File: src/hdl/tczb_pkg.sv
// Shared types and constants for the touch channel zone binder.
`default_nettype none
package tczb_pkg;

	localparam int TOUCH_W = 36;
	localparam int IN_W    = 56;

	localparam logic [2:0] KIND_SCAN  = 3'd0;
	localparam logic [2:0] KIND_BIND  = 3'd1;
	localparam logic [2:0] KIND_ABORT = 3'd2;
	localparam logic [2:0] KIND_SET   = 3'd3;
	localparam logic [2:0] KIND_READ  = 3'd4;

	localparam logic [1:0] STAT_OK    = 2'd0;
	localparam logic [1:0] STAT_SHORT = 2'd1;
	localparam logic [1:0] STAT_RANGE = 2'd2;

	localparam logic [7:0] UNBOUND = 8'hFF;

	typedef struct packed {
		logic load;
		logic scan_rd;
		logic cmd_rd;
		logic commit;
	} cmd_t;

	typedef struct packed {
		logic in_scan;
		logic cnt_last;
		logic out_free;
	} sts_t;

endpackage
`default_nettype wire

File: src/hdl/tczb_ctrl.sv
// Sequencing state machine: accept, zone sweep or command read, result commit.
`default_nettype none
module tczb_ctrl (
	input  wire logic          clk,
	input  wire logic          arst_n,
	input  wire logic          s_tvalid,
	output logic               s_tready,
	input  wire tczb_pkg::sts_t sts,
	output tczb_pkg::cmd_t     cmd
);

	typedef enum logic [4:0] {
		ST_IDLE  = 5'b00001,
		ST_SCAN  = 5'b00010,
		ST_DRAIN = 5'b00100,
		ST_CMD   = 5'b01000,
		ST_RES   = 5'b10000
	} state_t;

	state_t state_q, state_nx;

	always_comb begin
		state_nx    = state_q;
		cmd         = '0;
		s_tready    = 1'b0;
		unique case (state_q)
			ST_IDLE: begin
				s_tready = 1'b1;
				if (s_tvalid) begin
					cmd.load = 1'b1;
					state_nx = sts.in_scan ? ST_SCAN : ST_CMD;
				end
			end
			ST_SCAN: begin
				cmd.scan_rd = 1'b1;
				if (sts.cnt_last) begin
					state_nx = ST_DRAIN;
				end
			end
			// last zone read is still being evaluated
			ST_DRAIN: begin
				state_nx = ST_RES;
			end
			ST_CMD: begin
				cmd.cmd_rd = 1'b1;
				state_nx   = ST_RES;
			end
			ST_RES: begin
				if (sts.out_free) begin
					cmd.commit = 1'b1;
					state_nx   = ST_IDLE;
				end
			end
			default: begin
				state_nx = ST_IDLE;
			end
		endcase
	end

	always_ff @(posedge clk or negedge arst_n) begin
		if (!arst_n) begin
			state_q <= ST_IDLE;
		end else begin
			state_q <= state_nx;
		end
	end

endmodule
`default_nettype wire

File: src/hdl/tczb_dpath.sv
// Datapath: input word, zone table, sweep counter, learn state, output word.
`default_nettype none
module tczb_dpath #(
	parameter int ZONES    = 34,
	parameter int CHANNELS = 36
) (
	input  wire logic                         clk,
	input  wire logic                         arst_n,
	input  wire tczb_pkg::cmd_t               cmd,
	output tczb_pkg::sts_t                    sts,
	input  wire logic [tczb_pkg::IN_W-1:0]    s_tdata,
	input  wire logic [2:0]                   s_tuser,
	output logic                              m_tvalid,
	input  wire logic                         m_tready,
	output logic [ZONES-1:0]                  zone_hits,
	output logic [1:0]                        status,
	output logic                              bind_done,
	output logic [5:0]                        bound_zone,
	output logic [5:0]                        bound_channel,
	output logic [7:0]                        entry_value
);

	localparam int ZW  = (ZONES > 1) ? $clog2(ZONES) : 1;
	localparam int TW  = tczb_pkg::TOUCH_W;
	localparam int LIM = (CHANNELS < TW) ? CHANNELS : TW;
	localparam logic [TW-1:0] CH_MASK = {TW{1'b1}} >> (TW - LIM);
	localparam logic [7:0] CH8 = 8'(CHANNELS);
	localparam logic [7:0] Z8  = 8'(ZONES);

	function automatic logic [5:0] lowest_of(input logic [TW-1:0] t);
		logic [5:0] idx;
		idx = '0;
		for (int i = TW - 1; i >= 0; i--) begin
			if (t[i]) begin
				idx = 6'(i);
			end
		end
		return idx;
	endfunction

	// captured input word
	logic [2:0]    kind_q;
	logic [TW-1:0] touch_q;
	logic          link_q;
	logic [1:0]    plen_q;
	logic [7:0]    zone_q;
	logic [7:0]    chan_q;

	always_ff @(posedge clk) begin
		if (cmd.load) begin
			kind_q  <= s_tuser;
			touch_q <= s_tdata[TW-1:0];
			link_q  <= s_tdata[36];
			plen_q  <= s_tdata[38:37];
			zone_q  <= s_tdata[46:39];
			chan_q  <= s_tdata[54:47];
		end
	end

	// zone table: entries without a valid bit read as unbound
	logic [7:0]       mem [ZONES];
	logic [ZONES-1:0] valid_q;
	logic             wr_en;
	logic [ZW-1:0]    wr_addr;
	logic [7:0]       wr_data;
	logic             rd_en;
	logic [ZW-1:0]    rd_addr;
	logic [7:0]       rd_data_s1;
	logic             rd_vld_s1;
	logic             eval_s1;
	logic [ZW-1:0]    zone_s1;
	logic [ZW-1:0]    cnt_q;
	logic             zone_ok;

	assign zone_ok = zone_q < Z8;
	assign rd_en   = cmd.scan_rd | (cmd.cmd_rd & zone_ok);
	assign rd_addr = cmd.scan_rd ? cnt_q : zone_q[ZW-1:0];

	always_ff @(posedge clk) begin
		if (cmd.commit && wr_en) begin
			mem[wr_addr] <= wr_data;
		end
	end

	always_ff @(posedge clk) begin
		if (rd_en) begin
			rd_data_s1 <= mem[rd_addr];
			rd_vld_s1  <= valid_q[rd_addr];
		end
		zone_s1 <= cnt_q;
	end

	always_ff @(posedge clk or negedge arst_n) begin
		if (!arst_n) begin
			valid_q <= '0;
			eval_s1 <= 1'b0;
			cnt_q   <= '0;
		end else begin
			if (cmd.commit && wr_en) begin
				valid_q[wr_addr] <= 1'b1;
			end
			eval_s1 <= cmd.scan_rd;
			if (cmd.load) begin
				cnt_q <= '0;
			end else if (cmd.scan_rd) begin
				cnt_q <= cnt_q + 1'b1;
			end
		end
	end

	logic [7:0]  eff;
	logic [63:0] touch64;
	logic        hit;

	assign eff     = rd_vld_s1 ? rd_data_s1 : tczb_pkg::UNBOUND;
	assign touch64 = 64'(touch_q);
	assign hit     = (eff < CH8) && touch64[eff[5:0]];

	logic [ZONES-1:0] area_q;

	always_ff @(posedge clk) begin
		if (cmd.load) begin
			area_q <= '0;
		end else if (eval_s1) begin
			area_q[zone_s1] <= hit;
		end
	end

	// learn state
	logic       learning_q;
	logic [5:0] target_q;
	logic       learn_set;
	logic       learn_clr;

	logic [TW-1:0] usable;
	logic          found;
	logic [5:0]    lowest;

	assign usable = touch_q & CH_MASK;
	assign found  = |usable;
	assign lowest = lowest_of(usable);

	// result of the held item
	logic [ZONES-1:0] res_area;
	logic [1:0]       res_stat;
	logic             res_done;
	logic [5:0]       res_bz;
	logic [5:0]       res_bc;
	logic [7:0]       res_entry;

	always_comb begin
		res_area  = '0;
		res_stat  = tczb_pkg::STAT_OK;
		res_done  = 1'b0;
		res_bz    = '0;
		res_bc    = '0;
		res_entry = '0;
		wr_en     = 1'b0;
		wr_addr   = zone_q[ZW-1:0];
		wr_data   = (chan_q >= CH8) ? tczb_pkg::UNBOUND : chan_q;
		learn_set = 1'b0;
		learn_clr = 1'b0;
		case (kind_q)
			tczb_pkg::KIND_SCAN: begin
				res_area = area_q;
				if (learning_q && link_q && found) begin
					res_done  = 1'b1;
					res_bz    = target_q;
					res_bc    = lowest;
					learn_clr = 1'b1;
					wr_addr   = target_q[ZW-1:0];
					wr_data   = {2'b00, lowest};
					wr_en     = {2'b00, target_q} < Z8;
				end
			end
			tczb_pkg::KIND_BIND: begin
				if (plen_q < 2'd1) begin
					res_stat = tczb_pkg::STAT_SHORT;
				end else if (!zone_ok) begin
					res_stat = tczb_pkg::STAT_RANGE;
				end else begin
					learn_set = 1'b1;
				end
			end
			tczb_pkg::KIND_ABORT: begin
				learn_clr = 1'b1;
			end
			tczb_pkg::KIND_SET: begin
				if (plen_q < 2'd2) begin
					res_stat = tczb_pkg::STAT_SHORT;
				end else if (!zone_ok) begin
					res_stat = tczb_pkg::STAT_RANGE;
				end else begin
					wr_en = 1'b1;
				end
			end
			tczb_pkg::KIND_READ: begin
				if (plen_q < 2'd1) begin
					res_stat = tczb_pkg::STAT_SHORT;
				end else if (!zone_ok) begin
					res_stat = tczb_pkg::STAT_RANGE;
				end else begin
					res_entry = eff;
				end
			end
			default: begin
			end
		endcase
	end

	always_ff @(posedge clk or negedge arst_n) begin
		if (!arst_n) begin
			learning_q <= 1'b0;
			target_q   <= '0;
			m_tvalid   <= 1'b0;
		end else begin
			if (cmd.commit && learn_clr) begin
				learning_q <= 1'b0;
			end else if (cmd.commit && learn_set) begin
				learning_q <= 1'b1;
				target_q   <= zone_q[5:0];
			end
			if (cmd.commit) begin
				m_tvalid <= 1'b1;
			end else if (m_tready) begin
				m_tvalid <= 1'b0;
			end
		end
	end

	always_ff @(posedge clk) begin
		if (cmd.commit) begin
			zone_hits     <= res_area;
			status        <= res_stat;
			bind_done     <= res_done;
			bound_zone    <= res_bz;
			bound_channel <= res_bc;
			entry_value   <= res_entry;
		end
	end

	assign sts.in_scan  = (s_tuser == tczb_pkg::KIND_SCAN);
	assign sts.cnt_last = (cnt_q == ZW'(ZONES - 1));
	assign sts.out_free = !m_tvalid || m_tready;

endmodule
`default_nettype wire

File: src/hdl/touch_channel_zone_binder.sv
// Touch channel zone binder top level.
// Scan tick: a sweep of the zone table (one table read per zone), then the result word.
// Other commands: the command state, then the result state, before the result word.
// One item at a time; a new word is taken while the previous result waits.
// Async reset: table all unbound (valid bits cleared), learn mode off, no result.
`default_nettype none
module touch_channel_zone_binder #(
	parameter int ZONES    = 34,
	parameter int CHANNELS = 36
) (
	input  wire logic                            clk,
	input  wire logic                            arst_n,
	input  wire logic                            s_tvalid,
	output logic                                 s_tready,
	// touch_bits[35:0], link_ok[36], payload_count[38:37], zone_index[46:39],
	// channel_value[54:47], zero pad
	input  wire logic [tczb_pkg::IN_W-1:0]       s_tdata,
	// kind[2:0]
	input  wire logic [2:0]                      s_tuser,
	output logic                                 m_tvalid,
	input  wire logic                            m_tready,
	// zone_hits[ZONES-1:0], bound_zone, bound_channel, entry_value, zero pad
	output logic [((ZONES + 27) / 8) * 8 - 1:0]  m_tdata,
	// status[1:0], bind_done[2]
	output logic [2:0]                           m_tuser
);

	localparam int OW = ((ZONES + 27) / 8) * 8;

	tczb_pkg::cmd_t cmd;
	tczb_pkg::sts_t sts;

	logic [ZONES-1:0] zone_hits;
	logic [1:0]       status;
	logic             bind_done;
	logic [5:0]       bound_zone;
	logic [5:0]       bound_channel;
	logic [7:0]       entry_value;

	tczb_ctrl u_ctrl (
		.clk      (clk),
		.arst_n   (arst_n),
		.s_tvalid (s_tvalid),
		.s_tready (s_tready),
		.sts      (sts),
		.cmd      (cmd)
	);

	tczb_dpath #(
		.ZONES    (ZONES),
		.CHANNELS (CHANNELS)
	) u_dpath (
		.clk           (clk),
		.arst_n        (arst_n),
		.cmd           (cmd),
		.sts           (sts),
		.s_tdata       (s_tdata),
		.s_tuser       (s_tuser),
		.m_tvalid      (m_tvalid),
		.m_tready      (m_tready),
		.zone_hits     (zone_hits),
		.status        (status),
		.bind_done     (bind_done),
		.bound_zone    (bound_zone),
		.bound_channel (bound_channel),
		.entry_value   (entry_value)
	);

	assign m_tdata = OW'({entry_value, bound_channel, bound_zone, zone_hits});
	assign m_tuser = {bind_done, status};

endmodule
`default_nettype wire

File: config.mk
export PLATFORM = sky130hd
export DESIGN_NAME = touch_channel_zone_binder
export DESIGN_NICKNAME = d
export VERILOG_FILES = /design/src/hdl/tczb_pkg.sv /design/src/hdl/tczb_ctrl.sv /design/src/hdl/tczb_dpath.sv /design/src/hdl/touch_channel_zone_binder.sv
export SDC_FILE = /design/constraint.sdc
export NUM_CORES = 1
export LEC_CHECK = 0
export BUFFER_PORTS_ARGS = -buffer_cell sky130_fd_sc_hd__buf_2
export CORE_MARGIN = 3
export CORE_UTILIZATION = 50
export CTS_CLUSTER_DIAMETER = 200
export DETAILED_ROUTE_END_ITERATION = 12
export PLACE_DENSITY = 0.77
export SETUP_SLACK_MARGIN = 0.05
export SLEW_MARGIN = 5
export SYNTH_ARGS = -nofsm -noshare
export SYNTH_HDL_FRONTEND = slang
export SYNTH_SLANG_ARGS = --single-unit
File: constraint.sdc
create_clock -name clk -period 3.9 [get_ports clk]
set_input_delay 0.78 -clock clk [delete_from_list [all_inputs] [get_ports clk]]
set_output_delay 0.78 -clock clk [all_outputs]
set_load 0.05 [all_outputs]
==> flow_summary.toml, run 1 <==
[drt]
drcViolationCount = 0
first_pass_iters = 5
wl_per_cell_microns = 21.0
drt_iter0_drc = 1216
vias = 12700
routed_wirelength_microns = 45300
ant_nets = 0
viasPerCell = 5.87

[synthesis]
ys_top_cells_by_area = "edfxtp_1 (59%), dfrtp_1 (6.6%), dfxtp_1 (4.0%), mux4_2 (3.1%), nand2_1 (2.9%)"
synth_async_sr_flop_share_pct = 11.0
syn_inst = 1407
synth_edf_count = 396
synth_seq_cells = 490
syn_area_per_cell_sq_um = 14.3
synth_simple_gate_area_share_pct = 11.8
synth_mux_area_share_pct = 7.12
yosys_warnings = 0
synth_area_sq_mm = 0.0201
yosysSeqAreaShare_pct = 69.9
synth_top_area_share_pct = 59.2
ys.flop_type = "edfxtp_1"
yosys.area_share.xor_xnor_pct = 0.349
synth_compound_area_share_pct = 8.14
synth_fa_ha_area_share_pct = 0.125
yosysTopAreaCell = "edfxtp_1"
synth_top_family_by_area = "simple AND/OR/NAND/NOR gates"
ys_types = 79

[placement]
gp_congestion = 0.878
dp_cells = 2071
io_buffers = 120
dp_hpwl_microns = 29600
dpl_cell_area_sq_mm = 0.0217

[clock_tree]
cts_buffer_depth = 3
clkSinkCount = 490
cts_tree = "done"
post_cts_buffers = 0
clk_latency_ns = 0.57
root_buffer = "clkbuf_16"
postCtsHoldBufs = 0
ctsResizeCount = 0
path_clk_slew_ns = 0.06
cts_buffers = 49
h-tree-depth = 2

[floorplan]
start_util_pct = 51.2
die_y_microns = 206
io_pins = 124
core_area_sq_mm = 0.0392
rows = 72
dieArea_sq_mm = 0.0426
chipWidth_microns = 206

[pwr]
p_sw_mw = 3.75
p_int_mw = 9.46
seq_power_share_pct = 48.1
power_density_mw_per_mm2 = 569
p_leak_nw = 8.02
p_comb_share_pct = 18.1
p_clk_share_pct = 33.8
ir_drop_v = 0.000367
swShare_pct = 28.4

[critical_path]
crit_arrival_ns = 3.91
critical_path_required_ns = 4.18
r2r-end = "u_dpath.mem[9][7]"
crit_start = "u_dpath.touch_q[25]"
cp-start-kind = "flip-flop"
ff2ff_path_depth = 9
r2r-start = "u_dpath.touch_q[25]"
end_kind = "flip-flop"
timing.reg2reg.setup_slack_ns = 0.27
cp-endpoint = "u_dpath.mem[9][7]"
critical_path_class = "flip-flop to flip-flop"
cp_max_fo = 25

[finish]
nNetsFinal = 1669
area_growth_syn_to_layout_pct = 15.7
layout_common_cells = "edfxtp_1 (396), nand2_1 (157), buf_2 (120)"
layoutNonFillerInstCount = 2160
fin_util_pct = 59.3
postLayoutCellArea_sq_mm = 0.0232
drive_above_1_share_pct = 21.8
final_common_cell = "edfxtp_1"

[timing]
tns_ns = 0
period_needed_ns = 3.63
finClkSkew_ns = 0.0151
finalMaxSlewViolations = 0
worstMarginPinSlew_ns = 1.08
fmax_mhz = 276
hold_viol_final = 0
final.period_utilization_pct = 93.0
relSlewSlack_pct = 28.3
rsz0062_at_grt = "false"
setup_viol = 0

[job]
maxCapViolCount = 0

[grt]
grt_pass1_wl_microns = 69600
gr-usage-all-layers_pct = 21.2
grt_overflow = 0
first_global_vias = 12300
grt_start_max_net_pins = 65
antenna_found_initial = 3

[hold_path]
hp-class = "input pin to async pin"

[run_status]
status = "completed"
[worst max-delay path, stage by stage (launching register included)]
cell and delay [ns]:
edfxtp_1 0.47, or4_1 0.63, nor4_2 0.49, a31o_2 0.36, inv_2 0.20, nor3_1 0.19
a21o_1 0.13, nand2_1 0.36, nor2_1 0.32, buf_4 0.20
[power by group through the flow]
stage	Clock, mW	Sequential (mW)	Combinational (mW)
after CTS	4.55	6.34	2.38
after global routing	4.75	6.38	2.56
after global placement	0	6.43	2.30
final	4.47	6.35	2.39
after detailed placement	0	6.44	2.36
after floorplan	0	6.55	1.48
[registers in the layout, indices dropped and copies added (netlist names), 6 cells and up]
name and count:
u_dpath.rd_data_s1 8, u_dpath.cnt_q 6, u_dpath.bound_channel 6, u_dpath.zone_q 8, u_dpath.zone_s1 6, u_dpath.entry_value 8, u_dpath.chan_q 8, u_dpath.bound_zone 6
u_dpath.valid_q 34, u_dpath.area_q 34, u_dpath.touch_q 36, u_dpath.target_q 6, u_dpath.zone_hits 34, u_dpath.mem 272
[worst min-delay path by stage]
stage                                   start                   to  slack (ns)  cells past startpoint
final                                  arst_n    u_ctrl.state_q[2]        0.27                      1
after global placement    u_dpath.valid_q[29]  u_dpath.valid_q[29]        0.44                      2
after floorplan              u_dpath.cnt_q[2]   u_dpath.zone_s1[2]        0.35                      0
after global routing                   arst_n    u_ctrl.state_q[2]        0.28                      1
after CTS                              arst_n     u_dpath.m_tvalid        0.24                      1
after detailed placement  u_dpath.valid_q[29]  u_dpath.valid_q[29]        0.45                      2
[area by class of cell]
type	count	area, sq um
clock buffers	65	1340
repair buffers	213	1340
diodes	1	2.50
well taps	518	648
multi-input cells	828	5610
flip-flops and latches	490	14000
clock inverters	23	180
fillers	2931	16000
inverters	22	82.6
[metal layers]
metal | track usage (%) | part of all wire (%) | vias up
met4 | 6.50 | 2.5 | 4
met2 | 34.7 | 48 | 549
met1 | 28.7 | 42 | 6274
met5 | 0 | 0.060 | -
met3 | 4.63 | 7.7 | 85
li1 | - | - | 5767
[cell usage after synthesis (7+ instances only)]
master,n
o21bai_1,37
nor2b_1,9
mux2_2,21
buf_2,8
nor2_1,92
dfxtp_1,40
nand3_1,73
nand2_1,157
clkbuf_1,37
nor4_1,13
edfxtp_1,396
nor4bb_1,7
a32oi_1,24
nor3_1,24
a21oi_1,23
inv_1,20
a2bb2oi_1,8
mux4_2,28
nand2b_1,16
a21boi_1,7
dfrtp_1,53
a31oi_1,11
a22oi_1,20
nand4_1,12
o21ai_0,51
mux2i_1,51
nor3b_1,7
and2_1,41
buf_4,9
[cell families (layout without fill, tap and decap cells)]
| logic type | after synthesis | in the layout |
|---|---|---|
| other cells | 1 | 3 |
| flops | 490 | 490 |
| compound gates | 233 | 233 |
| simple gates | 481 | 481 |
| fa+ha+maj | 2 | 2 |
| buf+inv | 90 | 323 |
| xor+xnor | 8 | 8 |
| mux | 102 | 102 |
[metrics by stage]
step	hold WS (ns)	setup slack (ns)	power (mW)
global placement	0.440	0.401	8.73
global route	0.277	0.142	13.7
floorplan	0.345	0.144	8.04
CTS	0.240	0.356	13.3
detailed placement	0.450	0.369	8.80
finish	0.273	0.272	13.2
Note: power is estimated with default switching activity, not from simulation.
==> run 2, diff against run 1 <==
Settings changed: PLACE_DENSITY 0.77 to 0.75.
Clock period 3.9 ns to 4.2 ns, I/O delays scaled along.
==> flow_summary.toml, run 2 (same netlist as run 1, synthesis figures left out) <==
[run_status]
status = "completed"

[pwr]
p_int_mw = 8.99
power_density_mw_per_mm2 = 538
p_sw_mw = 3.48
ir_drop_v = 0.000272
seq_power_share_pct = 47.3
p_comb_share_pct = 17.5
p_leak_nw = 7.96
p_clk_share_pct = 35.2
swShare_pct = 27.9

[timing]
setup_viol = 0
tns_ns = 0
worstMarginPinSlew_ns = 0.988
finClkSkew_ns = 0.0126
period_needed_ns = 3.69
hold_viol_final = 0
timing.hold.ws_ns = 0.314
final.period_utilization_pct = 88.0
fmax_mhz = 271
finalWorstSetupSlack_ns = 0.506
finalMaxSlewViolations = 0
relSlewSlack_pct = 33.7
rsz0062_at_grt = "false"

[grt]
first_global_vias = 12300
gr-usage-all-layers_pct = 21.3
antenna_found_initial = 0
grt_overflow = 0
grt_start_max_net_pins = 65
grt_pass1_wl_microns = 70000

[drt]
drcViolationCount = 0
drt_iter0_drc = 1472
wl_per_cell_microns = 21.1
first_pass_iters = 6
routed_wirelength_microns = 45200
vias = 12500
viasPerCell = 5.83
ant_nets = 0

[finish]
final_common_cell = "edfxtp_1"
area_growth_syn_to_layout_pct = 15.5
top_regs = "u_dpath.mem x272, u_dpath.touch_q x36"
fin_util_pct = 59.2
layout_common_cells = "edfxtp_1 (396), nand2_1 (157), buf_2 (120)"
largest-register = "u_dpath.mem"
largest_reg_flops = 272
drive_above_1_share_pct = 21.3
nNetsFinal = 1652
nFillCells = 2953
n_antenna_cell = 0

[critical_path]
crit_arrival_ns = 3.97
cp-start-kind = "flip-flop"
critical_path_class = "flip-flop to flip-flop"
critical_path_required_ns = 4.47
cp_max_fo = 32
end_kind = "flip-flop"

[job]
maxCapViolCount = 0

[clock_tree]
postCtsHoldBufs = 0
post_cts_buffers = 0
cts_buffers = 48
clkSinkCount = 490
clk_latency_ns = 0.58
root_buffer = "clkbuf_16"
h-tree-depth = 2
ctsResizeCount = 0
path_clk_slew_ns = 0.06
cts_buffer_depth = 3
cts_tree = "done"

[placement]
io_buffers = 120
gp_congestion = 0.926
dp_hpwl_microns = 30100
pre_cts_slack_ns = 0.607

[floorplan]
die_y_microns = 206
chipWidth_microns = 206
core_area_sq_mm = 0.0392
rows = 72
dieArea_sq_mm = 0.0426
io_pins = 124
start_util_pct = 51.2

[hold_path]
hp-class = "input pin to async pin"
## run 2: layer usage
layer | routed length [microns] | track usage, %
met5 | 0 | 0
met4 | 1310 | 7.25
met3 | 3370 | 3.61
met2 | 21500 | 34.5
met1 | 19000 | 29.5
## run 2: worst paths after layout
| path | startpoint | endpoint | slack (ns) | cells after the start |
|---|---|---|---|---|
| worst max-delay path | u_ctrl.state_q[3] | u_dpath.rd_data_s1[0] | 0.51 | 8 |
| worst min-delay path | arst_n | u_dpath.valid_q[1] | 0.31 | 1 |
| worst max register to register | u_ctrl.state_q[3] | u_dpath.rd_data_s1[0] | 0.51 | 8 |
| worst min register to register | u_dpath.area_q[23] | u_dpath.area_q[23] | 0.47 | 2 |
| max in group asynchronous | arst_n | u_ctrl.state_q[2] | 3.06 | 2 |
| min in group clk | s_tdata[54] | u_dpath.chan_q[7] | 0.44 | 1 |
## run 2: power by group through the flow
stage	registers, mW	logic, mW	clock network [mW]
floorplan	6.09	1.38	0
global placement	5.97	2.10	0
detailed placement	5.99	2.16	0
CTS	5.89	2.17	4.46
global route	5.93	2.34	4.67
finish	5.90	2.18	4.40
## run 2: cell type report
cell class	count	area, sq um	area share (%)
inverters	22	82.6	0.356
repair buffers	197	1190	5.14
well taps	518	648	2.79
multi-input cells	828	5600	24.1
clock inverters	22	267	1.15
clock buffers	63	1360	5.86
flip-flops and latches	490	14000	60.6
## run 2: per-stage QoR
stage                     instances  instance area [sq um]  power [mW]
final                          2140                  23200        12.5
after global routing           2140                  23200        12.9
after CTS                      2140                  23200        12.5
after detailed placement       2055                  21600        8.14
after global placement         2055                  21600        8.07
after floorplan                1408                  20100        7.46
## run 2: critical path: stages (launching register included)
cell and delay, ns:
dfrtp_1 0.52, or4_4 0.61, nor3_4 0.17, or2_4 0.38
buf_4 0.44, mux2i_1 0.16, a32oi_1 0.27, a31oi_1 0.14
nor4bb_1 0.67
==> run 3, diff against run 2 <==
Settings changed: CORE_UTILIZATION 50 to 49, PLACE_DENSITY 0.75 to 0.74.
==> flow_summary.toml, run 3 (same netlist as run 1, synthesis figures left out) <==
[pwr]
p_leak_nw = 7.94
total_power_mw = 12.4
power_density_mw_per_mm2 = 536
ir_drop_v = 0.000341

[timing]
setup_viol = 0
tns_ns = 0
period_needed_ns = 3.81
fmax_mhz = 262
worstMarginPinSlew_ns = 1.00
rsz0062_at_grt = "false"
finClkSkew_ns = 0.0184
relSlewSlack_pct = 33.3
finalMaxSlewViolations = 0
final.period_utilization_pct = 90.7
hold_viol_final = 0

[finish]
top_regs = "u_dpath.mem x272, u_dpath.touch_q x36"
area_growth_syn_to_layout_pct = 15.5
regArea_sq_mm = 0.0140
fin_util_pct = 57.8
largest-register = "u_dpath.mem"
drive_above_1_share_pct = 21.3
final_common_cell = "edfxtp_1"
multiInputGateArea_sq_mm = 0.00560
n_antenna_cell = 0
layout_common_cells = "edfxtp_1 (396), nand2_1 (157), buf_2 (120)"
nFillCells = 3011
largest_reg_flops = 272
nNetsFinal = 1651

[placement]
io_buffers = 120
gp_congestion = 0.863
dp_hpwl_microns = 29600

[clock_tree]
root_buffer = "clkbuf_16"
postCtsHoldBufs = 0
clkSinkCount = 490
cts_buffers = 48
clk_latency_ns = 0.57
h-tree-depth = 2
cts_tree = "done"
cts_buffer_depth = 3
ctsResizeCount = 0
path_clk_slew_ns = 0.07
post_cts_buffers = 0

[floorplan]
rows = 73
io_pins = 124
start_util_pct = 50.1
chipWidth_microns = 208
core_area_sq_mm = 0.0401
die_y_microns = 208
dieArea_sq_mm = 0.0434

[critical_path]
critical_path_required_ns = 4.39
cp-start-kind = "flip-flop"
cp_max_fo = 24
critical_path.slowest_cell = "nor2_1"
critPathMaxStageDelay_ns = 0.69
critical_path_class = "flip-flop to flip-flop"
ff2ff_path_depth = 7
crit_arrival_ns = 4.00
end_kind = "flip-flop"
path_cells = "or4_1 -> nor4_2 -> a31o_2 -> inv_2 -> o21ai_0 -> nand2_1 -> nor2_1"

[drt]
viasPerCell = 5.86
vias = 12600
drcViolationCount = 0
first_pass_iters = 5
wl_per_cell_microns = 21.0
routed_wirelength_microns = 45200
ant_nets = 0
drt_iter0_drc = 1284

[grt]
gr-usage-all-layers_pct = 20.5
antenna_found_initial = 0
grt_overflow = 0
grt_pass1_wl_microns = 70600
first_global_vias = 12200
grt_start_max_net_pins = 68

[run_status]
status = "completed"

[hold_path]
hp-class = "input pin to async pin"

[job]
maxCapViolCount = 0
## run 3: cell types whose count changed in the layout (fill, tap and decap cells not counted), moves of 2 or more
cell        delta
buf_12         +2
buf_4          -3
clkbuf_8       -5
clkinv_1       +2
clkinv_2       +5
clkinvlp_4     +2
inv_6          +2
## run 3: critical path: cells and delay by family, from the launching register on
family	cells	cell delay, ns
flops	1	0.48
compound gates	2	0.64
buf+inv	1	0.20
simple gates	4	2.11
## run 3: layout make-up
type	count	area share (%)
Clock inverter	32	1.39
Multi-Input combinational cell	828	24.2
Sequential cell	490	60.6
Inverter	22	0.356
Tap cell	525	2.83
Clock buffer	57	5.46
Timing Repair Buffer	196	5.21
## run 3: path summary, 6_finish.rpt
check | startpoint | endpoint | slack [ns]
setup / recovery | u_dpath.touch_q[16] | u_dpath.mem[7][4] | 0.39
hold / removal | arst_n | u_dpath.target_q[5] | 0.42
setup reg to reg | u_dpath.touch_q[16] | u_dpath.mem[7][4] | 0.39
hold reg to reg | u_dpath.area_q[21] | u_dpath.area_q[21] | 0.46
max in group asynchronous | arst_n | u_dpath.m_tvalid | 3.27
min in group clk | s_tdata[50] | u_dpath.chan_q[3] | 0.45
## run 3: layer usage
| layer | part of all wire (%) | global-route usage (%) | vias up |
|---|---|---|---|
| met5 | 0 | 0 | - |
| met2 | 47 | 32.1 | 571 |
| met4 | 3.0 | 6.84 | 0 |
| li1 | - | - | 5733 |
| met3 | 8.2 | 4.22 | 87 |
| met1 | 42 | 29.0 | 6205 |
## run 3: per-stage QoR
step / instances / area (sq um) / hold WS (ns) / setup slack (ns)
after floorplan: 1408 / 20100 / 0.345 / 0.164
after global placement: 2061 / 21600 / 0.440 / 0.516
after detailed placement: 2061 / 21600 / 0.454 / 0.424
after CTS: 2150 / 23200 / 0.423 / 0.404
after global routing: 2150 / 23200 / 0.430 / 0.161
final: 2150 / 23200 / 0.416 / 0.390
## run 3: where the power goes
| part | leakage [nW] | switching, mW | internal (mW) |
|---|---|---|---|
| sequential | 4.44 | 0.256 | 5.63 |
| combinational | 2.73 | 1.48 | 0.753 |
| clock | 0.778 | 1.79 | 2.53 |
| total | 7.94 | 3.52 | 8.91 |
